==> src/rtl/led_pkg.sv <==
`timescale 1ns / 1ps
// Shared types, constants and helpers for the line edge detector.
package led_pkg;

  localparam int COEF_W     = 16;
  localparam int NUM_COEF   = 5;
  localparam int HALF_TAPS  = NUM_COEF - 1;
  localparam int NUM_TAPS   = 2 * HALF_TAPS + 1;
  localparam int GROUP      = 3;
  localparam int NUM_GROUPS = NUM_TAPS / GROUP;
  localparam int ACC_W      = 32;
  localparam int BLUR_W     = 16;
  localparam int PIX_W      = 16;

  // A result for pixel i needs pixels up to i + LOOKAHEAD; that many zero
  // beats also close a line.
  localparam int LOOKAHEAD  = HALF_TAPS + 2;
  localparam int FLUSH_W    = $clog2(LOOKAHEAD + 1);

  localparam int OUT_DEPTH  = 8;
  localparam int PTR_W      = $clog2(OUT_DEPTH);
  localparam int CNT_W      = $clog2(OUT_DEPTH + 1);

  localparam int CFG_IDX_W  = 3;
  localparam logic [CFG_IDX_W-1:0] REG_COEF_CENTER = 3'd0;
  localparam logic [CFG_IDX_W-1:0] REG_COEF_ONE    = 3'd1;
  localparam logic [CFG_IDX_W-1:0] REG_COEF_TWO    = 3'd2;
  localparam logic [CFG_IDX_W-1:0] REG_COEF_THREE  = 3'd3;
  localparam logic [CFG_IDX_W-1:0] REG_COEF_FOUR   = 3'd4;

  typedef logic [COEF_W-1:0] coef_t;
  typedef logic [NUM_COEF-1:0][COEF_W-1:0] coef_bank_t;

  // Entry 0 is the center weight, entry d the weight at distance d.
  localparam coef_bank_t COEF_RST = {16'd221, 16'd530, 16'd991, 16'd1442, 16'd1634};

  // First pixel index whose gradient may survive suppression.
  localparam logic [1:0] FIRST_KEPT = 2'd2;

  typedef struct packed {
    logic emit;
    logic keep;
    logic last;
  } mark_t;

  typedef struct packed {
    logic              last;
    logic [BLUR_W-1:0] value;
  } result_t;

  function automatic int tap_dist(input int k);
    return (k < HALF_TAPS) ? HALF_TAPS - k : k - HALF_TAPS;
  endfunction

endpackage

==> src/rtl/led_tap_cell.sv <==
`timescale 1ns / 1ps
// One window cell: holds a pixel, hands it on, and registers its weighted tap.
module led_tap_cell #(
  parameter int PIXEL_BITS = 16
) (
  input  logic                      clk,
  input  logic                      rst,
  input  logic                      shift,
  input  logic [PIXEL_BITS-1:0]     pix_in,
  input  led_pkg::coef_t            coef,
  output logic [PIXEL_BITS-1:0]     tap,
  output logic [led_pkg::ACC_W-1:0] prod
);
  import led_pkg::*;

  localparam int PROD_W = PIXEL_BITS + COEF_W;

  logic [PROD_W-1:0] prod_full;

  // The window must start out as zero padding.
  always_ff @(posedge clk) begin
    if (rst) begin
      tap <= '0;
    end else if (shift) begin
      tap <= pix_in;
    end
  end

  assign prod_full = PROD_W'(coef) * PROD_W'(tap);

  always_ff @(posedge clk) begin
    prod <= ACC_W'(prod_full);
  end

endmodule

==> config.mk <==
export PLATFORM = sky130hd
export DESIGN_NAME = led_tap_cell
export DESIGN_NICKNAME = d
export VERILOG_FILES = /design/src/rtl/led_pkg.sv /design/src/rtl/led_tap_cell.sv
export SDC_FILE = /design/constraint.sdc
export NUM_CORES = 1
export LEC_CHECK = 0
export CAP_MARGIN = 5
export CORE_ASPECT_RATIO = 0.7
export CORE_MARGIN = 5
export CORE_UTILIZATION = 61
export CTS_CLUSTER_SIZE = 10
export DETAILED_ROUTE_END_ITERATION = 16
export DONT_BUFFER_PORTS = 1
export PLACE_DENSITY = 0.77
export SYNTH_ARGS = -nofsm -noshare
export SYNTH_HDL_FRONTEND = slang
export SYNTH_SLANG_ARGS = --single-unit
==> constraint.sdc <==
create_clock -name clk -period 11.75 [get_ports clk]
set_clock_uncertainty 0.2 [all_clocks]
set_input_delay 0.5875 -clock clk [delete_from_list [all_inputs] [get_ports clk]]
set_output_delay 0.5875 -clock clk [all_outputs]
set_load 0.1 [all_outputs]
==> flow_summary.json <==
{
  "die_h_microns": 116,
  "via_count": 7072,
  "yosys-top-cells-count": "221 x inv_1, 194 x fa_1, 154 x nand2_1",
  "grt_pass1_wl_mm": 39.4,
  "wl_met2_mm": 11.3,
  "crit_slowest_cell": "dfxtp_2",
  "hold_violations": 0,
  "fill_cells": 1316,
  "critical_path_class": "register to register",
  "drcViolationCount": 0,
  "area_growth_pct": 3.44,
  "cts_resized": 0,
  "power_density_nw_per_um2": 165,
  "netlist.area_leader.share_pct": 39.7,
  "rr_endpoint": "prod[24]",
  "crit_path_start_kind": "register",
  "cts_hold_buf": 0,
  "cp_max_fo": 18,
  "grt_usage_pct": 26.8,
  "synth_fp_nets": 1412,
  "synth_most_common_cell": "inv_1",
  "finalNetCount": 1384,
  "numPortBuffers": 0,
  "cts_tree": "built",
  "wl_met1_mm": 10.0,
  "clock_tree.buffer_depth": 2,
  "total_power_mw": 1.67,
  "gp_congestion": 0.946,
  "fin_util_pct": 64.8,
  "synth.distinct_cells": 48,
  "grt_pass1_vias": 7628,
  "rsz0062_at_grt": "no",
  "min_period_ns": 6.49,
  "critPathMostFrequentCell": "fa_1",
  "clk_latency_ns": 0.30,
  "vias_per_cell": 5.65,
  "netlist_top_cells_area": "fa_1 40%, ha_1 13%, dfxtp_1 9.8%",
  "path_cells": "nand2_1, fa_1, inv_1, fa_1, inv_1, fa_1, inv_1, fa_1, fa_1, inv_1, fa_1, inv_1, ha_1, a21oi_1, nand2_1, a221oi_1, a21oi_2, a21oi_2, o31ai_2, xor2_1",
  "end_kind": "register",
  "ys_ff_latch": 48,
  "startpoint": "tap[7]",
  "place_area_sq_um": 9930,
  "hpwl_mm": 18.7,
  "antenna_found_initial": 0,
  "avgSynthCellArea_sq_um": 9.06,
  "met3_length_mm": 1.83,
  "wire_per_inst_microns": 18.7,
  "grt_max_degree": 19,
  "post_cts_buffers": 0,
  "fin_ws_ns": 5.26,
  "tightest_slew_ns": 1.00,
  "hp-start": "rst",
  "tns_ns": 0,
  "drt-initial-drc-count": 455,
  "ant_nets": 0,
  "hold_path.class": "primary input to register",
  "die_w_microns": 161,
  "h-tree-depth": 2,
  "start_util_pct": 62.7,
  "finalSetupViolations": 0,
  "core_area_sq_um": 15600,
  "drv_cap": 0,
  "worstReg2RegStart": "tap[7]",
  "fin_crit_sh_pct": 55.3,
  "stdcell_area_sq_um": 10100,
  "maxUsedRoutingLayer": "met4",
  "max_stage_delay_ns": 0.92,
  "pre_cts_slack_ns": 5.27,
  "synth_top_cell_by_area": "fa_1",
  "cts_buffers": 5,
  "seq_area_frac_synth_pct": 9.83,
  "n_antenna_cell": 0,
  "drt_first_pass_iters": 5,
  "endpoint": "prod[24]",
  "drive_gt1_share_pct": 3.04,
  "async_flop_share_pct": 0,
  "die_area_sq_um": 18700,
  "outcome": "completed",
  "synthesis.area_sq_um": 9770,
  "critPathRequiredTime_ns": 11.72,
  "grt.overflow.total": 0,
  "yosys_warnings": 0,
  "io_pins": 83,
  "rrSetupSlack_ns": 5.26,
  "p_leak_nw": 5.17,
  "slew_violations": 0,
  "reg2reg_depth": 20,
  "crit_arrival_ns": 6.47,
  "clock-sinks": 48,
  "fmax_mhz": 154,
  "clk_root_buffer_cell": "clkbuf_16",
  "synth-edff-count": 0,
  "rows": 38,
  "routed_wl_mm": 23.5,
  "netlist_instances": 1079,
  "synthFlopType": "dfxtp_1",
  "slew_headroom_pct": 33.0,
  "ir_worst_vdd_uv": 142,
  "path_clk_slew_ns": 0.08
}
-- how the worst min path moves through the flow --
stage,slack (ns),end,depth (start not counted)
3_3_place_gp,0.27,tap[6],2
5_1_grt,0.14,tap[8],1
6_report,0.15,tap[10],1
3_5_place_dp,0.28,tap[3],2
4_1_cts,0.14,tap[8],1
2_1_floorplan,0.51,prod[0],1
-- logic make-up (layout without fill, tap and decap cells) --
family	count (synthesis)	count (layout)	synth area share, %
simple gates	336	336	16.9
fa+ha+maj	298	298	53.1
buf+inv	266	239	10.3
compound gates	86	86	5.70
flops	48	48	9.83
xor+xnor	29	29	2.60
mux	16	16	1.64
-- layout make-up --
class	count	area, sq um	area share (%)
clock buffers	6	139	1.37
well taps	200	250	2.48
multi-input cells	765	7810	77.2
clock inverters	2	38.8	0.384
inverters	221	830	8.21
repair buffers	10	75.1	0.743
flip-flops and latches	48	968	9.58
-- placed cells by master (no fill, tap or decap), types with 3 or more instances in the layout --
cell type  count
inv_1        221
fa_1         194
nand2_1      154
and2_1       125
ha_1         104
dfxtp_1       42
nor2_1        31
a21oi_1       29
xnor2_1       18
mux2i_1       16
o21ai_0       15
xor2_1        11
buf_4         10
nand4_1        8
a21o_1         8
dfxtp_2        6
clkbuf_16      5
o21a_1         4
nand3_1        4
a31oi_1        4
o21bai_1       3
nor3_1         3
o211ai_1       3
-- power breakdown --
part | leakage [nW] | total [mW] | internal (mW) | switching, mW
Clock | 0.0871 | 0.175 | 0.107 | 0.0685
Combinational | 4.68 | 0.927 | 0.354 | 0.573
Sequential | 0.402 | 0.571 | 0.218 | 0.353
-- registers in the layout, summed over array words and instances (netlist names) --
| name | cells |
|---|---|
| prod | 32 |
| tap | 16 |
-- metal layers --
metal | vias to the layer above | global-route usage, %
li1 | 3200 | -
met1 | 3583 | 35.8
met2 | 251 | 46.0
met3 | 38 | 5.69
met4 | 0 | 5.34
met5 | - | 0
-- critical path, delay by kind of cell, from the launching register on --
kind | cells | cell delay, ns
compound gates | 5 | 1.14
xor+xnor | 1 | 0.15
flops | 1 | 0.92
fa+ha+maj | 7 | 3.40
buf+inv | 5 | 0.26
simple gates | 2 | 0.26
-- stage by stage --
step | instances | hold slack (ns)
3_3_place_gp | 1244 | 0.275
3_5_place_dp | 1244 | 0.285
5_1_grt | 1252 | 0.137
4_1_cts | 1252 | 0.140
2_1_floorplan | 1079 | 0.515
6_report | 1252 | 0.145
(Power assumes the default switching activity.)
