<file path="src/rtl/led_pkg.sv">
`timescale 1ns / 1ps
// Shared types, constants and helpers for the line edge detector.
package led_pkg;

  localparam int COEF_W     = 16;
  localparam int NUM_COEF   = 5;
  localparam int HALF_TAPS  = NUM_COEF - 1;
  localparam int NUM_TAPS   = 2 * HALF_TAPS + 1;
  localparam int GROUP      = 3;
  localparam int NUM_GROUPS = NUM_TAPS / GROUP;
  localparam int ACC_W      = 32;
  localparam int BLUR_W     = 16;
  localparam int PIX_W      = 16;

  // A result for pixel i needs pixels up to i + LOOKAHEAD; that many zero
  // beats also close a line.
  localparam int LOOKAHEAD  = HALF_TAPS + 2;
  localparam int FLUSH_W    = $clog2(LOOKAHEAD + 1);

  localparam int OUT_DEPTH  = 8;
  localparam int PTR_W      = $clog2(OUT_DEPTH);
  localparam int CNT_W      = $clog2(OUT_DEPTH + 1);

  localparam int CFG_IDX_W  = 3;
  localparam logic [CFG_IDX_W-1:0] REG_COEF_CENTER = 3'd0;
  localparam logic [CFG_IDX_W-1:0] REG_COEF_ONE    = 3'd1;
  localparam logic [CFG_IDX_W-1:0] REG_COEF_TWO    = 3'd2;
  localparam logic [CFG_IDX_W-1:0] REG_COEF_THREE  = 3'd3;
  localparam logic [CFG_IDX_W-1:0] REG_COEF_FOUR   = 3'd4;

  typedef logic [COEF_W-1:0] coef_t;
  typedef logic [NUM_COEF-1:0][COEF_W-1:0] coef_bank_t;

  // Entry 0 is the center weight, entry d the weight at distance d.
  localparam coef_bank_t COEF_RST = {16'd221, 16'd530, 16'd991, 16'd1442, 16'd1634};

  // First pixel index whose gradient may survive suppression.
  localparam logic [1:0] FIRST_KEPT = 2'd2;

  typedef struct packed {
    logic emit;
    logic keep;
    logic last;
  } mark_t;

  typedef struct packed {
    logic              last;
    logic [BLUR_W-1:0] value;
  } result_t;

  function automatic int tap_dist(input int k);
    return (k < HALF_TAPS) ? HALF_TAPS - k : k - HALF_TAPS;
  endfunction

endpackage

</file>
<file path="src/rtl/led_grad_nms.sv">
`timescale 1ns / 1ps
// Tap sum, blur window, central difference and non-maximum suppression.
module led_grad_nms #(
  parameter int SCALE_SHIFT = 13
) (
  input  logic                                             clk,
  input  logic                                             rst,
  input  logic                                             prod_valid,
  input  led_pkg::mark_t                                   prod_mark,
  input  logic [led_pkg::NUM_TAPS-1:0][led_pkg::ACC_W-1:0] prod,
  output logic                                             push,
  output led_pkg::result_t                                 push_data
);
  import led_pkg::*;

  logic [NUM_GROUPS-1:0][ACC_W-1:0] grp_sum;
  logic [NUM_GROUPS-1:0][ACC_W-1:0] psum;
  logic [ACC_W-1:0]                 total;
  logic [2:0][BLUR_W-1:0]           bw;
  logic [2:0][BLUR_W-1:0]           gw;
  logic                             v_sum;
  logic                             v_blur;
  logic                             v_grad;
  mark_t                            m_sum;
  mark_t                            m_blur;
  mark_t                            m_grad;
  logic signed [BLUR_W-1:0]         ga;
  logic signed [BLUR_W-1:0]         gb;
  logic signed [BLUR_W-1:0]         gc;
  logic                             is_peak;

  always_comb begin
    for (int j = 0; j < NUM_GROUPS; j++) begin
      grp_sum[j] = '0;
      for (int i = 0; i < GROUP; i++) begin
        grp_sum[j] = grp_sum[j] + prod[GROUP * j + i];
      end
    end
  end

  always_comb begin
    total = '0;
    for (int j = 0; j < NUM_GROUPS; j++) begin
      total = total + psum[j];
    end
  end

  always_ff @(posedge clk) begin
    psum  <= grp_sum;
    m_sum <= prod_mark;
    m_blur <= m_sum;
    m_grad <= m_blur;
    if (v_sum) begin
      bw <= {bw[1], bw[0], total[SCALE_SHIFT +: BLUR_W]};
    end
    // bw[0] is the blur one past the center, bw[2] one before it
    if (v_blur) begin
      gw <= {gw[1], gw[0], BLUR_W'(bw[0] - bw[2])};
    end
  end

  always_ff @(posedge clk) begin
    if (rst) begin
      v_sum  <= 1'b0;
      v_blur <= 1'b0;
      v_grad <= 1'b0;
    end else begin
      v_sum  <= prod_valid;
      v_blur <= v_sum;
      v_grad <= v_blur;
    end
  end

  assign ga = gw[2];
  assign gb = gw[1];
  assign gc = gw[0];

  // Plateaus count as extremes on either side.
  assign is_peak = ((gb >= ga) && (gb >= gc)) || ((gb <= ga) && (gb <= gc));

  assign push            = v_grad && m_grad.emit;
  assign push_data.last  = m_grad.last;
  assign push_data.value = (m_grad.keep && is_peak) ? gw[1] : '0;

endmodule

</file>
<file path="config.mk">
export PLATFORM = sky130hd
export DESIGN_NAME = led_grad_nms
export DESIGN_NICKNAME = d
export VERILOG_FILES = /design/src/rtl/led_pkg.sv /design/src/rtl/led_grad_nms.sv
export SDC_FILE = /design/constraint.sdc
export NUM_CORES = 1
export LEC_CHECK = 0
export BUFFER_PORTS_ARGS = -buffer_cell sky130_fd_sc_hd__buf_2
export CAP_MARGIN = 10
export CORE_AREA = 2 2 176 178
export CTS_BUF_LIST = sky130_fd_sc_hd__clkbuf_2
export CTS_CLUSTER_DIAMETER = 60
export DETAILED_ROUTE_END_ITERATION = 12
export DIE_AREA = 0 0 178 180
export PLACE_DENSITY = 0.71
export SLEW_MARGIN = 20
export SYNTH_ARGS = -nofsm -noshare
export SYNTH_HDL_FRONTEND = slang
export SYNTH_SLANG_ARGS = --single-unit
</file>
<file path="constraint.sdc">
create_clock -name clk -period 4.8 [get_ports clk]
set_clock_uncertainty 0.05 [all_clocks]
set_input_delay 0.96 -clock clk [delete_from_list [all_inputs] [get_ports clk]]
set_output_delay 0.96 -clock clk [all_outputs]
set_load 0.05 [all_outputs]
</file>
==> results of run 1 <==
## flip-flops by register name, indices dropped and copies added, names as in the netlist, 2 cells and up
| register | cells |
|---|---|
| bw | 48 |
| m_blur | 3 |
| m_grad | 2 |
| psum | 87 |
| ga | 16 |
| gb | 16 |
| m_sum | 3 |
| gc | 16 |
## timing repair
item / in CTS / in global routing
hold buffers: 0 / 0
setup endpoints to repair: 16 / 16
buffers inserted: 1 / 1
resized for setup: 1 / 3
## power by group through the flow
stage	clock [mW]	sequential [mW]	combinational, mW
after floorplan	0	2.77	4.40
after global placement	0	2.88	5.44
after detailed placement	0	2.90	5.56
after CTS	0.870	2.86	5.63
after global routing	0.951	2.90	6.42
final	0.839	2.83	5.67
## cell usage after synthesis, types with 13 or more instances
master	instances
ha_1	155
fa_1	115
inv_1	105
a21oi_1	99
dfxtp_1	99
edfxtp_1	96
a21o_1	82
xnor2_1	70
nand2_1	58
nor2_1	49
o21ai_0	45
xor2_1	41
and3_1	31
nand4_1	19
nor2b_1	17
o21a_1	16
clkbuf_1	15
nand3_1	14
a31oi_1	13
## worst max-delay path by stage
stage,end,slack [ns],cells past startpoint
4_1_cts,push_data[15],0.06,11
2_1_floorplan,psum[21]$_DFF_P_,1.02,11
6_report,push_data[10],0.24,11
3_3_place_gp,psum[91]$_DFF_P_,0.63,12
3_5_place_dp,psum[59]$_DFF_P_,0.65,12
5_1_grt,push_data[12],0.001,11
## logic make-up (layout without fill, tap and decap cells)
logic type,count (synthesis),count (layout)
AOI/OAI and AO/OA,352,352
xor gates and xnor gates,111,111
adders and majority gates,270,270
buffers and inverters,123,425
DFF,195,195
muxes,2,2
other,0,1
and+or+nand+nor,233,233
## routing by layer
| layer | global-route usage | wire [um] | vias up |
|---|---|---|---|
| li1 | - | - | 5204 |
| met1 | 0.2512 | 13390 | 4913 |
| met2 | 0.3426 | 15050 | 265 |
| met3 | 0.02665 | 1167 | 31 |
| met4 | 0.04787 | 376 | 0 |
| met5 | 0 | 0 | - |
## area by class of cell
cell class	count	area, um2	area share
sequential	195	4870	0.2970
multi-input combinational	968	8901	0.5428
timing repair buffer	288	1481	0.09034
inverter	105	394.1	0.02403
clock buffer	17	85.08	0.005188
clock inverter	15	168.9	0.01030
tap	396	495.5	0.03022
antenna	1	2.502	0.0001526
## stage by stage
stage	std cells	cell area [um2]	worst slack, ns	utilization
6_report	1985	16400	0.2402	0.5432
5_1_grt	1985	16400	0.001047	0.5432
4_1_cts	1982	16350	0.06354	0.5417
3_5_place_dp	1949	16070	0.6468	0.5323
3_3_place_gp	1949	16070	0.6342	0.5323
2_1_floorplan	1286	14220	1.017	-
==> flow_metrics.tcl, run 1 <==
set metrics [dict create \
    totalWireLength_um 29980 \
    synth_compound_area_frac 0.1720 \
    core_region_area_mm2 0.03019 \
    syn2layout_area_growth_pct 15.32 \
    crit_family "compound AO/OA/AOI/OAI gates" \
    path_cells "ha_1 -> a21o_1 -> a21o_1 -> a21o_1 -> a21o_1 -> a221oi_2 -> a21oi_1 -> mux2i_4 -> buf_12 -> and3_1 -> buf_2" \
    numCtsBuffers 17 \
    firstDrtPassIters 5 \
    drtIter0Drc 422 \
    critPathLaunchType "register" \
    maxCapViolations 0 \
    comb_power_share 0.607 \
    synth_area_mm2 0.01422 \
    ys_seq_elements 195 \
    cts_max_level 4 \
    ys_top_cells_by_area "edfxtp_1, fa_1, dfxtp_1" \
    ant_nets 0 \
    reg2reg_slack_ns 1.39 \
    post_drt_via_cell_ratio 5.246 \
    path_class "reg2out" \
    wl_per_cell_um 15.11 \
    cp_slowest_cell "edfxtp_1" \
    p_switching_mw 4.008 \
    rows 64 \
    ys_types 80 \
    fmax_ghz 0.2193 \
    insertion_delay_ns 0.77 \
    nets 2139 \
    hold_path_class "in2reg" \
    synth.net_count 1850 \
    grt-ovfl-total 0 \
    gp_congestion 0.8591 \
    clockBufferDepth 2 \
    fin_crit_ns 4.560 \
    synthArstFlopShare 0 \
    r2r-start "psum[37]$_DFF_P_" \
    hold_start "prod_mark[1]" \
    dp_hpwl_um 25270 \
    synth_fa_ha_area_frac 0.2983 \
    peakVddDrop_v 0.0003685 \
    mostFrequentLayoutCells "buf_2, ha_1, fa_1" \
    required_ns 3.79 \
    synth-xor-area-share 0.06837 \
    yosys_warnings 0 \
    status "complete, no violations" \
    hold_end "m_sum[1]$_DFF_P_" \
    ioPinCount 312 \
    p_per_area_mw_per_mm2 569.9 \
    port_buffers 284 \
    yosys.area.top_type_share 0.2027 \
    synth_top_family_by_area "adder cells" \
    netlist_instances 1286 \
    synth_top_cell_by_area "edfxtp_1" \
    grt_first_pass_wirelength_um 50110 \
    drive_above_1_share 0.2242 \
    die_h_um 180 \
    antenna_found_initial 1 \
    power.leakage_nw 7.679 \
    rsz0062_at_grt "false" \
    internal-power_mw 5.338 \
    grt_pass1_vias 10729 \
    clkTransAtPathRegs_ns 0.30 \
    grt_max_degree 50 \
    r2r.worst_path.cells 12 \
    cp_slowest_stage_delay_ns 0.52 \
    tns_ns 0 \
    setup_viol 0 \
    pwr-share-clk 0.090 \
    cts_root_buf "clkbuf_2" \
    start_util 0.4710 \
    critPathArrivalTime_ns 3.55 \
    finalCritPeriodShare 0.9500 \
    num_vias 10413 \
    synth_flop_cell "dfxtp_1" \
    syn_avg_cell_area_um2 11.06 \
    dieWidth_um 178 \
    grt_use_total 0.1945 \
    p_seq_frac 0.303 \
    cts_sinks 195 \
    synthMuxAreaShare 0.001672 \
    die_area_mm2 0.03204 \
    min_path_cells 1 \
    hold_ws_ns 0.2023 \
    cp_common_cell "a21o_1" \
    switching_share 0.4289 \
    final_common_cell "buf_2" \
    timing.slew.headroom 0.5913 \
    tightest_slew_ns 0.6130 \
    synth_simple_gate_area_frac 0.08447 \
    path_max_fanout 16 \
    drc 0 \
    cp-startpoint "gb[9]$_DFFE_PP_" \
    crit_buf_inv 2 \
    synth_enable_flop_cells 96 \
    cts_tree "done" \
    final-hold-violation-count 0 \
    drv_slew 0 \
    ys_seq_area_frac 0.3421 \
    r2r_end "bw[4]$_DFFE_PP_" \
    end_kind "output pin" \
    finalPower_mw 9.346 \
    num-fill-cells 2659 \
]
(Power assumes the default switching activity.)
==> inputs of run 2 (changes only) <==
--- a/config.mk
+++ b/config.mk
@@ -13,6 +13,7 @@
 export DETAILED_ROUTE_END_ITERATION = 12
 export DIE_AREA = 0 0 178 180
 export PLACE_DENSITY = 0.71
+export RECOVER_POWER = 25
 export SLEW_MARGIN = 20
 export SYNTH_ARGS = -nofsm -noshare
 export SYNTH_HDL_FRONTEND = slang
==> run 2 against run 1 <==
Setup slack better by 0.011 ns; non-clock buffer count stayed put; die area stayed put; sequential power barely moved; first-iteration DRC count is 0.71% higher; clock power about the same; sequential cell count stayed put; design area barely moved; worst hold slack gained 0.010 ns; wire length hardly changed; highest routed layer unchanged.
==> flow_metrics.tcl, run 2 (synthesis gave the netlist of run 1 again) <==
set metrics [dict create \
    status "complete, no violations" \
    critPathLaunchType "register" \
    hold_end "m_sum[1]$_DFF_P_" \
    numCtsBuffers 17 \
    grt-busiest-layer "met2" \
    regMostFlops "psum" \
    cts_root_buf "clkbuf_2" \
    grt_first_pass_wirelength_um 50110 \
    clkTransAtPathRegs_ns 0.30 \
    grt_use_total 0.1945 \
    met2_usage 0.3426 \
    num-fill-cells 2661 \
    setup_viol 0 \
    final_common_cell "buf_2" \
    r2r-start "psum[37]$_DFF_P_" \
    finalCritPeriodShare 0.9476 \
    p_per_area_mw_per_mm2 569.9 \
    hold_start "prod_mark[1]" \
    dieWidth_um 178 \
    required_ns 3.79 \
    timing.slew.headroom 0.5906 \
    drv_slew 0 \
    start_util 0.4710 \
    fin_util 0.5431 \
    tns_ns 0 \
    dp_hpwl_um 25270 \
    cts_max_level 4 \
    path_max_fanout 16 \
    drc 0 \
    rows 64 \
    cts_sinks 195 \
    drive_above_1_share 0.2236 \
    rsz0062_at_grt "false" \
    gp_congestion 0.8591 \
    r2r_end "bw[4]$_DFFE_PP_" \
    num_vias 10413 \
    firstDrtPassIters 5 \
    fmax_ghz 0.2199 \
    antenna_found_initial 1 \
    ant_nets 0 \
    final-hold-violation-count 0 \
    drtIter0Drc 425 \
    r2r.worst_path.cells 12 \
    insertion_delay_ns 0.76 \
    core_region_area_mm2 0.03019 \
    fin_crit_ns 4.548 \
    largest_register_ffs 87 \
    grt_use_met1 0.2512 \
    path_class "reg2out" \
    wl_per_cell_um 15.10 \
    end_kind "output pin" \
    die_h_um 180 \
    syn2layout_area_growth_pct 15.29 \
    port_buffers 284 \
    reg2reg_slack_ns 1.40 \
    grt_max_degree 50 \
    peakVddDrop_v 0.0003685 \
    globalRouteMet3Util 0.02665 \
    critPathArrivalTime_ns 3.54 \
    hold_path_class "in2reg" \
    maxCapViolations 0 \
    post_drt_via_cell_ratio 5.246 \
    cts_tree "done" \
    nets 2139 \
    min_path_cells 1 \
    mostFrequentLayoutCells "buf_2, ha_1, fa_1" \
    die_area_mm2 0.03204 \
    tightest_slew_ns 0.6141 \
    grt-ovfl-total 0 \
    top_regs "psum (87), bw (48)" \
    power.leakage_nw 7.676 \
    grt_pass1_vias 10729 \
    ioPinCount 312 \
    clockBufferDepth 2 \
    totalWireLength_um 29980 \
]
-- run 2: changes by cell type in the layout (fill, tap and decap cells not counted), sizes merged --
cell,change
buf,-1
clkbuf,+1
-- run 2: repair_timing --
action                                  in CTS  in global routing
setup buffers                                1                  1
hold buffers                                 0                  0
endpoints found under the setup margin      16                 16
resized for setup                            1                  3
-- run 2: through the flow --
step           cell area [um2]  worst slack (ns)  total power, mW  hold slack (ns)  std cells
2_1_floorplan            14220             1.017            7.166           0.2596       1286
3_3_place_gp             16070            0.6342            8.322           0.2595       1949
3_5_place_dp             16070            0.6468            8.456           0.2632       1949
4_1_cts                  16350           0.06354            9.354           0.1008       1982
5_1_grt                  16390          0.001047            10.28          0.05931       1985
6_report                 16390            0.2515            9.344           0.2128       1985
-- run 2: where the power goes --
| part | switching [mW] | leakage [nW] | internal (mW) |
|---|---|---|---|
| Sequential | 0.307 | 1.73 | 2.53 |
| Combinational | 3.12 | 5.80 | 2.55 |
| Clock | 0.581 | 0.152 | 0.256 |
-- run 2: worst max path at each step --
stage,cells after the start,startpoint,endpoint
2_1_floorplan,11,prod[1],psum[21]$_DFF_P_
3_3_place_gp,12,prod[193],psum[91]$_DFF_P_
3_5_place_dp,12,prod[97],psum[59]$_DFF_P_
4_1_cts,11,gb[9]$_DFFE_PP_,push_data[15]
5_1_grt,11,gb[9]$_DFFE_PP_,push_data[12]
6_report,11,gb[9]$_DFFE_PP_,push_data[10]
-- run 2: final cells by class --
| cell class | count | area, um2 | area share |
|---|---|---|---|
| clock inverter | 15 | 168.9 | 0.01030 |
| clock buffer | 17 | 85.08 | 0.005190 |
| timing repair buffer | 288 | 1478 | 0.09013 |
| multi-input combinational | 968 | 8901 | 0.5429 |
| sequential | 195 | 4870 | 0.2970 |
| tap | 396 | 495.5 | 0.03022 |
| inverter | 105 | 394.1 | 0.02404 |
| antenna | 1 | 2.502 | 0.0001526 |
-- run 2: per-layer routing --
| layer | routed length (um) | share of wire |
|---|---|---|
| met4 | 357 | 0.012 |
| met3 | 1185 | 0.040 |
| met1 | 13380 | 0.45 |
| met5 | 0 | 0 |
| met2 | 15050 | 0.50 |
-- run 2: critical path, stage by stage, from the launching register on --
cell	delay, ns
edfxtp_1	0.52
ha_1	0.34
a21o_1	0.19
a21o_1	0.17
a21o_1	0.17
a21o_1	0.18
a221oi_2	0.33
a21oi_1	0.16
mux2i_4	0.18
buf_12	0.15
and3_1	0.15
buf_2	0.26
