==> src/rtl/led_pkg.sv <==
`timescale 1ns / 1ps
// Shared types, constants and helpers for the line edge detector.
package led_pkg;

  localparam int COEF_W     = 16;
  localparam int NUM_COEF   = 5;
  localparam int HALF_TAPS  = NUM_COEF - 1;
  localparam int NUM_TAPS   = 2 * HALF_TAPS + 1;
  localparam int GROUP      = 3;
  localparam int NUM_GROUPS = NUM_TAPS / GROUP;
  localparam int ACC_W      = 32;
  localparam int BLUR_W     = 16;
  localparam int PIX_W      = 16;

  // A result for pixel i needs pixels up to i + LOOKAHEAD; that many zero
  // beats also close a line.
  localparam int LOOKAHEAD  = HALF_TAPS + 2;
  localparam int FLUSH_W    = $clog2(LOOKAHEAD + 1);

  localparam int OUT_DEPTH  = 8;
  localparam int PTR_W      = $clog2(OUT_DEPTH);
  localparam int CNT_W      = $clog2(OUT_DEPTH + 1);

  localparam int CFG_IDX_W  = 3;
  localparam logic [CFG_IDX_W-1:0] REG_COEF_CENTER = 3'd0;
  localparam logic [CFG_IDX_W-1:0] REG_COEF_ONE    = 3'd1;
  localparam logic [CFG_IDX_W-1:0] REG_COEF_TWO    = 3'd2;
  localparam logic [CFG_IDX_W-1:0] REG_COEF_THREE  = 3'd3;
  localparam logic [CFG_IDX_W-1:0] REG_COEF_FOUR   = 3'd4;

  typedef logic [COEF_W-1:0] coef_t;
  typedef logic [NUM_COEF-1:0][COEF_W-1:0] coef_bank_t;

  // Entry 0 is the center weight, entry d the weight at distance d.
  localparam coef_bank_t COEF_RST = {16'd221, 16'd530, 16'd991, 16'd1442, 16'd1634};

  // First pixel index whose gradient may survive suppression.
  localparam logic [1:0] FIRST_KEPT = 2'd2;

  typedef struct packed {
    logic emit;
    logic keep;
    logic last;
  } mark_t;

  typedef struct packed {
    logic              last;
    logic [BLUR_W-1:0] value;
  } result_t;

  function automatic int tap_dist(input int k);
    return (k < HALF_TAPS) ? HALF_TAPS - k : k - HALF_TAPS;
  endfunction

endpackage

==> src/rtl/led_out_fifo.sv <==
`timescale 1ns / 1ps
// Result queue between the gradient pipeline and the output stream.
module led_out_fifo (
  input  logic             clk,
  input  logic             rst,
  input  logic             push,
  input  led_pkg::result_t push_data,
  output logic             out_valid,
  input  logic             out_ready,
  output led_pkg::result_t head
);
  import led_pkg::*;

  result_t          mem [OUT_DEPTH];
  logic [PTR_W-1:0] wr_ptr;
  logic [PTR_W-1:0] rd_ptr;
  logic [CNT_W-1:0] count;
  logic             pop;

  assign out_valid = (count != '0);
  assign pop       = out_valid && out_ready;
  assign head      = mem[rd_ptr];

  always_ff @(posedge clk) begin
    if (push) begin
      mem[wr_ptr] <= push_data;
    end
  end

  always_ff @(posedge clk) begin
    if (rst) begin
      wr_ptr <= '0;
      rd_ptr <= '0;
      count  <= '0;
    end else begin
      if (push) begin
        wr_ptr <= wr_ptr + 1'b1;
      end
      if (pop) begin
        rd_ptr <= rd_ptr + 1'b1;
      end
      count <= count + CNT_W'(push) - CNT_W'(pop);
    end
  end

  a_no_overflow: assert property (@(posedge clk) disable iff (rst)
    (push && !pop) |-> (count != CNT_W'(OUT_DEPTH)))
    else $error("result queue overflow");

  a_empty_ptrs: assert property (@(posedge clk) disable iff (rst)
    (count == '0) |-> (wr_ptr == rd_ptr))
    else $error("empty queue with unequal pointers");

  a_count_up: assert property (@(posedge clk) disable iff (rst)
    (push && !pop) |=> (count == $past(count) + 1'b1))
    else $error("queue count did not advance on push");

endmodule

==> config.mk <==
export PLATFORM = sky130hd
export DESIGN_NAME = led_out_fifo
export DESIGN_NICKNAME = d
export VERILOG_FILES = /design/src/rtl/led_pkg.sv /design/src/rtl/led_out_fifo.sv
export SDC_FILE = /design/constraint.sdc
export NUM_CORES = 1
export LEC_CHECK = 0
export ABC_CLOCK_PERIOD_IN_PS = 2100
export BUFFER_PORTS_ARGS = -buffer_cell sky130_fd_sc_hd__buf_2
export CORE_AREA = 2 2 106 210
export DETAILED_ROUTE_END_ITERATION = 6
export DIE_AREA = 0 0 108 212
export MAX_ROUTING_LAYER = met4
export PLACE_DENSITY_LB_ADDON = 0.15
export SETUP_SLACK_MARGIN = 0.2
export SKIP_LAST_GASP = 1
export SLEW_MARGIN = 0
export SYNTH_ARGS = -nofsm -noshare
export SYNTH_HDL_FRONTEND = slang
export SYNTH_SLANG_ARGS = --single-unit
==> constraint.sdc <==
create_clock -name clk -period 2.1 [get_ports clk]
set_input_delay 0.42 -clock clk [delete_from_list [all_inputs] [get_ports clk]]
set_output_delay 0.42 -clock clk [all_outputs]
set_load 0.01 [all_outputs]
==> results.sh, run 1 <==
export IMPL_yosysTopAreaCell="edfxtp_1"
export IMPL_ys_warn_count=0
export IMPL_clock_path_buffers=2
export IMPL_drive_gt1_share_pct=42.42
export IMPL_die_w_um=108
export IMPL_hold_path_class="input port to flip-flop"
export IMPL_worst_slew_pin_slew_ns=0.2964
export IMPL_ios=39
export IMPL_synth_edff_count=136
export IMPL_max_stage_delay_ns=0.52
export IMPL_htree_levels=4
export IMPL_via_per_inst=4.385
export IMPL_drtIter0Drc=138
export IMPL_antenna_cells=0
export IMPL_vias=2758
export IMPL_setup_viol=17
export IMPL_syn_area_mm2=0.005846
export IMPL_r2r_cells=10
export IMPL_startpoint_type="flip-flop"
export IMPL_rsz0062_at_grt="yes"
export IMPL_syn_nets=301
export IMPL_cts_tree="yes"
export IMPL_coreArea_mm2=0.02140
export IMPL_finalInstanceArea_mm2=0.007263
export IMPL_synthTopCellsByArea="edfxtp_1 (70%), mux4_1 (11%), dfxtp_1 (4.5%)"
export IMPL_totalWireLength_um=11970
export IMPL_ys_ff_latch=149
export IMPL_hold_viol=0
export IMPL_syn_inst=273
export IMPL_port_buffers=38
export IMPL_status="finished, violations left"
export IMPL_min_period_over_period_pct=115.2
export IMPL_grt_pass1_vias=3016
export IMPL_violations="negative setup slack"
export IMPL_first_pass_iters=4
export IMPL_place_gp_congestion=0.6528
export IMPL_crit_buf_inv=2
export IMPL_fmax_mhz=413.3
export IMPL_yosysSeqAreaShare_pct=74.32
export IMPL_grt_remaining_overflow=0
export IMPL_power_density_mw_per_mm2=1066
export IMPL_period_minus_slack_ns=2.419
export IMPL_ir_drop_mv=0.6236
export IMPL_clk_pin_slew_ns=0.06
export IMPL_async_flop_share_pct=0
export IMPL_syn_avg_cell_area_um2=21.41
export IMPL_antenna_found_initial=0
export IMPL_cp_max_fo=9
export IMPL_dpl_hpwl_um=7229
export IMPL_fin_skew_ns=0.007035
export IMPL_setup_ws_ns=-0.3195
export IMPL_leakage_nw=2.424
export IMPL_arrival_ns=2.00
export IMPL_max_cap_viol_count=0
export IMPL_slew_violations=0
export IMPL_path_class="flip-flop to output pin"
export IMPL_grt_usage_pct=11.42
export IMPL_path_depth=4
export IMPL_ant_nets=0
export IMPL_start_util_pct=27.32
export IMPL_slew_headroom_pct=80.13
export IMPL_fin_hold_ws_ns=0.2742
export IMPL_crit_family="multiplexers"
export IMPL_die_h_um=212
export IMPL_numCtsBuffers=17
export IMPL_ys_flop_type="edfxtp_1"
export IMPL_areaGrowthSynthToFinish_pct=24.25
export IMPL_insertion_delay_ns=0.42
export IMPL_clock_sinks=149
export IMPL_slowest_stage="mux4_2"
export IMPL_wl_per_cell_um=19.03
export IMPL_drc=0
export IMPL_synth_commonest_cells="edfxtp_1 (136), mux4_1 (24), mux2_2 (19)"
export IMPL_dpl_instance_area_mm2=0.006551
export IMPL_synth_distinct_cells=26
export IMPL_grt_pass1_wl_um=17600
export IMPL_row_count=76
export IMPL_yosysMostFrequentCell="edfxtp_1"
export IMPL_crit_path_end_kind="output pin"
export IMPL_holdPathStages=1
export IMPL_die_area_mm2=0.02290
export IMPL_grt_max_degree=35
export IMPL_nets=371
export IMPL_synth_top_cell_area_share_pct=69.86
export IMPL_cts_root_buffer="clkbuf_16"
export IMPL_crit_chain="clkbuf_16 > mux4_2 > mux2_2 > buf_2"
export IMPL_required_ns=1.68
-- flip-flops by register name (all words and copies together) (netlist names), named ones only --
signal  flops
count       4
mem       136
rd_ptr      3
wr_ptr      3
-- through the flow --
step | power (mW) | TNS [ns] | std cells | worst slack [ns] | utilization [%]
5_1_grt | 8.079 | -6.096 | 629 | -0.3893 | 33.95
4_1_cts | 7.653 | -5.467 | 626 | -0.3501 | 33.49
3_5_place_dp | 4.668 | 0 | 590 | 0.04924 | 30.62
6_report | 7.745 | -4.771 | 629 | -0.3195 | 33.95
3_3_place_gp | 4.642 | 0 | 590 | 0.1007 | 30.62
2_1_floorplan | 4.226 | 0 | 273 | 0.2448 | -
-- repair_timing --
action / 4_1_cts / 5_1_grt
pin swaps: 3 / 1
hold buffers: 0 / 0
gates cloned: 0 / 2
buffers inserted: 4 / 1
endpoints found under the setup margin: 21 / 23
gates resized for setup: 6 / 38
-- layer usage --
metal | wire (um) | global-route usage (%) | share of wire, % | vias up
met5 | 0 | - | 0 | -
met4 | 259 | 4.775 | 2.2 | 0
met3 | 390 | 3.464 | 3.3 | 14
met2 | 6572 | 19.97 | 55 | 52
met1 | 4745 | 11.73 | 40 | 1440
li1 | - | - | - | 1252
-- power by group --
| group | total [mW] | internal (mW) | switching, mW |
|---|---|---|---|
| Sequential | 3.44 | 3.36 | 0.0714 |
| Combinational | 1.42 | 0.797 | 0.627 |
| Clock | 2.89 | 1.82 | 1.07 |
-- cells in the final DEF (no fill, tap or decap), types with 7 or more instances in the layout --
cell,n
buf_12,7
nor2_1,7
dfxtp_1,11
buf_4,15
clkbuf_16,19
mux2_2,11
mux4_1,10
mux2_4,8
mux4_2,24
edfxtp_1,136
buf_2,30
buf_6,8
-- logic make-up after synthesis --
kind of cell / after synthesis / share of synthesized area (%)
flip-flops: 149 / 74.32
multiplexers: 54 / 18.47
AND/OR/NAND/NOR: 31 / 2.462
buffers and inverters: 19 / 1.755
AO/OA/AOI/OAI: 10 / 0.9203
adder cells (fa/ha/maj): 7 / 1.627
XOR/XNOR: 3 / 0.4496
-- worst paths after layout --
| kind | slack, ns | to | from |
|---|---|---|---|
| max reg2reg | 0.30 | count[1] | count[2] |
| min | 0.27 | mem[4][7] | push_data[7] |
| min reg2reg | 0.53 | rd_ptr[2] | rd_ptr[2] |
| max | -0.32 | head[2] | flip-flop |
-- layout make-up --
cell class,count,area (um^2)
Clock buffer,29,530.5
Inverter,8,30.03
Tap cell,273,341.6
Timing Repair Buffer,62,543.0
Fill cell,2028,14130
Multi-Input combinational cell,105,1429
Sequential cell,149,4349
Clock inverter,3,40.04
Note: power is estimated with default switching activity, not from simulation.
==> inputs of run 2 (changes only) <==
Settings changed: CORE_AREA 2 2 106 210 to 2 2 126 176, DIE_AREA 0 0 108 212 to 0 0 128 178.
==> results.sh, run 2 (synthesis results as in run 1) <==
export IMPL_status="finished, violations left"
export IMPL_violations="negative setup slack"
export IMPL_crit_path_end_kind="output pin"
export IMPL_crit_buf_inv=2
export IMPL_grt_pass1_wl_um=18320
export IMPL_min_from="push_data[11]"
export IMPL_crit_family="multiplexers"
export IMPL_vias=2817
export IMPL_drc=0
export IMPL_place_inst=582
export IMPL_worst_slew_pin_slew_ns=0.3644
export IMPL_first_pass_iters=4
export IMPL_period_minus_slack_ns=2.402
export IMPL_setup_ws_ns=-0.3017
export IMPL_power_density_mw_per_mm2=1061
export IMPL_die_h_um=178
export IMPL_use_met3_pct=2.699
export IMPL_min_period_over_period_pct=114.4
export IMPL_slew_violations=0
export IMPL_totalWireLength_um=12090
export IMPL_grt_pass1_vias=3055
export IMPL_grt_util_met2_pct=20.23
export IMPL_leakage_nw=2.414
export IMPL_grt_max_degree=18
export IMPL_htree_levels=4
export IMPL_ir_drop_mv=0.5477
export IMPL_nets=375
export IMPL_fin_skew_ns=0.01074
export IMPL_clock_sinks=149
export IMPL_max_cap_viol_count=0
export IMPL_required_ns=1.68
export IMPL_startpoint_type="flip-flop"
export IMPL_fmax_mhz=416.4
export IMPL_via_per_inst=4.544
export IMPL_clock_path_buffers=2
export IMPL_numCtsBuffers=17
export IMPL_coreArea_mm2=0.02113
export IMPL_drtIter0Drc=158
export IMPL_top_register="mem"
export IMPL_rsz0062_at_grt="yes"
export IMPL_utilization_pct=34.16
export IMPL_nFillCells=2019
export IMPL_row_count=63
export IMPL_layout_commonest_cell="edfxtp_1"
export IMPL_largest_register_ffs=136
export IMPL_arrival_ns=1.98
export IMPL_antenna_cells=0
export IMPL_crit_chain="buf_12 > mux4_1 > mux2_2 > buf_2"
export IMPL_ant_nets=0
export IMPL_cts_tree="yes"
export IMPL_final_cell_mix="edfxtp_1 (136), buf_2 (38), buf_4 (21), mux4_1 (19), mux2_2 (18)"
export IMPL_wl_per_cell_um=19.50
export IMPL_drive_gt1_share_pct=41.94
export IMPL_top_usage_layer="met2"
export IMPL_clk_pin_slew_ns=0.07
export IMPL_insertion_delay_ns=0.42
export IMPL_dpl_hpwl_um=7636
export IMPL_cts_root_buffer="clkbuf_16"
export IMPL_setup_viol=17
export IMPL_die_w_um=128
export IMPL_place_gp_congestion=0.6953
export IMPL_hold_path_class="input port to flip-flop"
export IMPL_grt_usage_pct=11.68
export IMPL_ctsHoldBuffers=0
export IMPL_areaGrowthSynthToFinish_pct=23.46
export IMPL_regToRegStartpoint="count[3]"
export IMPL_hold_viol=0
export IMPL_port_buffers=38
export IMPL_antenna_found_initial=0
export IMPL_die_area_mm2=0.02278
export IMPL_final_cells=620
export IMPL_max_stage_delay_ns=0.57
export IMPL_start_util_pct=27.67
export IMPL_cp_max_fo=12
export IMPL_grt_remaining_overflow=0
export IMPL_slew_headroom_pct=75.68
export IMPL_path_class="flip-flop to output pin"
export IMPL_met1_usage_pct=13.03
export IMPL_ios=39
export IMPL_top_regs="mem x136, count x4"
export IMPL_slowest_stage="mux4_1"
[run 2: changes by cell type in the layout (fill, tap and decap cells not counted), sizes merged]
cell / previous run / this run
clkinv: 2 / 4
buf: 60 / 66
clkinvlp: 0 / 3
inv: 8 / 15
clkbuf: 31 / 17
[run 2: final cells by class]
cell class                 instances  area (um^2)  share of cell area, %
clock inverter                    15        145.1                  2.011
inverter                           8        30.03                 0.4161
clock buffer                      17        425.4                  5.895
tap                              260        325.3                  4.508
multi-input combinational        105         1454                  20.15
sequential                       149         4349                  60.26
timing repair buffer              66        488.0                  6.761
[run 2: metal layers]
layer | wire [um] | vias to the layer above
li1 | - | 1275
met1 | 5081 | 1487
met2 | 6510 | 42
met3 | 320 | 13
met4 | 180 | 0
met5 | 0 | -
[run 2: timing repair]
item,in CTS,in global routing
cloned,0,0
resized for setup,8,11
endpoints found under the hold margin,0,0
buffers inserted,4,2
setup endpoints to repair,19,23
pin swaps,3,2
[run 2: final timing paths]
check	cells after the start	slack [ns]	endpoint
worst max-delay path	4	-0.30	head[8]
worst min-delay path	1	0.27	mem[6][11]
worst max register to register	10	0.31	count[1]
worst min register to register	2	0.52	rd_ptr[2]
[run 2: where the power goes]
part | leakage [nW] | switching [mW] | total, mW | internal (mW)
clock network | 0.273 | 1.27 | 2.93 | 1.66
registers | 1.34 | 0.0653 | 3.43 | 3.36
logic | 0.798 | 0.608 | 1.30 | 0.695
[run 2: per-stage QoR]
stage	total power [mW]	hold WS, ns	cell area [um^2]	setup WS, ns	TNS, ns
global placement	4.656	0.5015	6573	0.03918	0
detailed placement	4.668	0.5037	6573	0.04451	0
floorplan	4.226	0.4799	5861	0.2448	0
CTS	7.685	0.2542	7183	-0.3399	-5.145
finish	7.655	0.2681	7217	-0.3017	-4.509
global route	7.986	0.2669	7217	-0.3701	-5.552
[run 2: worst reg2reg max path, stage by stage, from the launching register on]
cell	delay (ns)
dfxtp_1	0.31
inv_1	0.06
ha_4	0.15
nor3b_4	0.15
inv_2	0.09
nand3_4	0.07
o21ai_2	0.06
ha_2	0.20
inv_2	0.04
fa_2	0.52
nor2_1	0.04
==> inputs of run 3 (changes only) <==
Settings changed: ABC_CLOCK_PERIOD_IN_PS 2100 to 1940, RECOVER_POWER set to 50.
Clock period 2.1 ns to 1.94 ns, I/O delays scaled along.
==> results.sh, run 3 (synthesis results as in run 1) <==
export IMPL_via_per_inst=4.473
export IMPL_setup_viol=17
export IMPL_cts_tree="yes"
export IMPL_ir_drop_mv=0.5411
export IMPL_startpoint_type="flip-flop"
export IMPL_slew_violations=0
export IMPL_clock_sinks=149
export IMPL_largest_register_ffs=136
export IMPL_nets=372
export IMPL_insertion_delay_ns=0.41
export IMPL_place_gp_congestion=0.7398
export IMPL_antenna_cells=0
export IMPL_die_w_um=128
export IMPL_ios=39
export IMPL_drtIter0Drc=214
export IMPL_grt_usage_pct=11.53
export IMPL_nFillCells=1998
export IMPL_dpl_hpwl_um=6735
export IMPL_status="finished, violations left"
export IMPL_crit_path_end_kind="output pin"
export IMPL_top_regs="mem x136, count x4"
export IMPL_power_share_switching_pct=23.22
export IMPL_top_register="mem"
export IMPL_grt_pass1_wl_um=18140
export IMPL_grt_remaining_overflow=0
export IMPL_p_seq_share_pct=41.4
export IMPL_clk_pin_slew_ns=0.06
export IMPL_max_cap_viol_count=0
export IMPL_slowest_stage="mux4_1"
export IMPL_grt_pass1_vias=3017
export IMPL_hold_viol=0
export IMPL_required_ns=1.55
export IMPL_die_h_um=178
export IMPL_intPower_mw=6.886
export IMPL_p_switching_mw=2.083
export IMPL_htree_levels=4
export IMPL_areaGrowthSynthToFinish_pct=26.18
export IMPL_hold_path_class="input port to flip-flop"
export IMPL_wl_per_cell_um=18.97
export IMPL_die_area_mm2=0.02278
export IMPL_antenna_found_initial=0
export IMPL_coreArea_mm2=0.02113
export IMPL_vias=2760
export IMPL_first_pass_iters=4
export IMPL_utilization_pct=34.91
export IMPL_fin_skew_ns=0.005439
export IMPL_period_minus_slack_ns=2.348
export IMPL_grt_max_degree=35
export IMPL_worst_slew_pin_slew_ns=0.4929
export IMPL_max_stage_delay_ns=0.55
export IMPL_final_cell_mix="edfxtp_1 (136), mux4_2 (30), clkbuf_1 (19), clkbuf_16 (17), mux2_4 (16)"
export IMPL_crit_chain="buf_12 > mux4_1 > mux2_4 > buf_2"
export IMPL_ctsHoldBuffers=0
export IMPL_regArea_mm2=0.004350
export IMPL_fmax_mhz=426.0
export IMPL_cts_root_buffer="clkbuf_16"
export IMPL_port_buffers=38
export IMPL_rsz0062_at_grt="yes"
export IMPL_totalWireLength_um=11710
export IMPL_leakage_nw=2.424
export IMPL_ant_nets=0
export IMPL_violations="negative setup slack"
export IMPL_path_class="flip-flop to output pin"
export IMPL_drc=0
export IMPL_layout_commonest_cell="edfxtp_1"
export IMPL_clock_path_buffers=2
export IMPL_cp_max_fo=12
export IMPL_setup_ws_ns=-0.4076
export IMPL_multi_input_area_mm2=0.001466
export IMPL_pwr_share_comb_pct=18.5
export IMPL_slew_headroom_pct=67.14
export IMPL_drive_gt1_share_pct=42.02
export IMPL_arrival_ns=1.96
export IMPL_power_density_mw_per_mm2=1216
export IMPL_numCtsBuffers=17
export IMPL_total_power_mw=8.969
export IMPL_start_util_pct=27.67
export IMPL_clockPowerShare_pct=40.1
export IMPL_row_count=63
export IMPL_min_period_over_period_pct=121.0
[run 3: cell count changes in the layout (fill, tap and decap cells not counted), moves of 4 or more]
cell / delta
buf_2: -24
buf_4: -10
buf_6: +9
bufinv_16: +4
clkbuf_1: +19
mux2_2: -15
mux2_4: +15
mux4_1: -15
mux4_2: +15
[run 3: critical path, delay by kind of cell (launching register included)]
kind,cells,cell delay (ns)
DFF,1,0.40
buffers and inverters,2,0.31
muxes,2,0.83
[run 3: area by class of cell]
class	count	share of cell area [%]
timing repair buffer	63	7.447
sequential	149	58.98
multi-input combinational	105	19.88
tap	260	4.411
clock inverter	14	3.053
inverter	8	0.4071
clock buffer	18	5.818
[run 3: worst paths after layout]
| check | start | endpoint | slack (ns) | cells after the start |
|---|---|---|---|---|
| max reg2reg | count[2] | count[1] | 0.16 | 10 |
| max | flip-flop | head[2] | -0.41 | 4 |
| min reg2reg | rd_ptr[2] | flip-flop | 0.52 | 2 |
| min | rst | count[2] | 0.31 | 2 |
[run 3: per-stage QoR]
step           cell area (um^2)  hold WS (ns)  instances   TNS (ns)  worst slack, ns
2_1_floorplan              5891        0.4799        273          0           0.1360
3_3_place_gp               6571        0.4928        578  -0.005998        -0.005998
3_5_place_dp               6571        0.5063        578   -0.02356         -0.01825
4_1_cts                    7370        0.2348        616     -7.064          -0.4512
5_1_grt                    7376        0.3049        617     -7.625          -0.4851
6_report                   7376        0.3053        617     -6.362          -0.4076
[run 3: per-layer routing]
layer	GRT usage [%]	vias to the layer above	share of wire (%)
met3	3.419	7	4.0
met5	-	-	0
li1	-	1254	-
met4	3.709	0	0.97
met2	18.74	53	51
met1	13.83	1446	44
[run 3: what timing repair did]
action | in CTS | in global routing
resized for setup | 16 | 6
buffers inserted | 5 | 1
setup endpoints to repair | 20 | 21
pin swaps | 1 | 4
cloned | 1 | 0
[run 3: power by group through the flow]
stage	Clock, mW	Sequential (mW)	Combinational, mW
3_3_place_gp	0	3.77	1.42
2_1_floorplan	0	3.75	0.998
6_report	3.59	3.71	1.66
3_5_place_dp	0	3.77	1.43
5_1_grt	3.84	3.73	1.81
4_1_cts	3.69	3.72	1.63
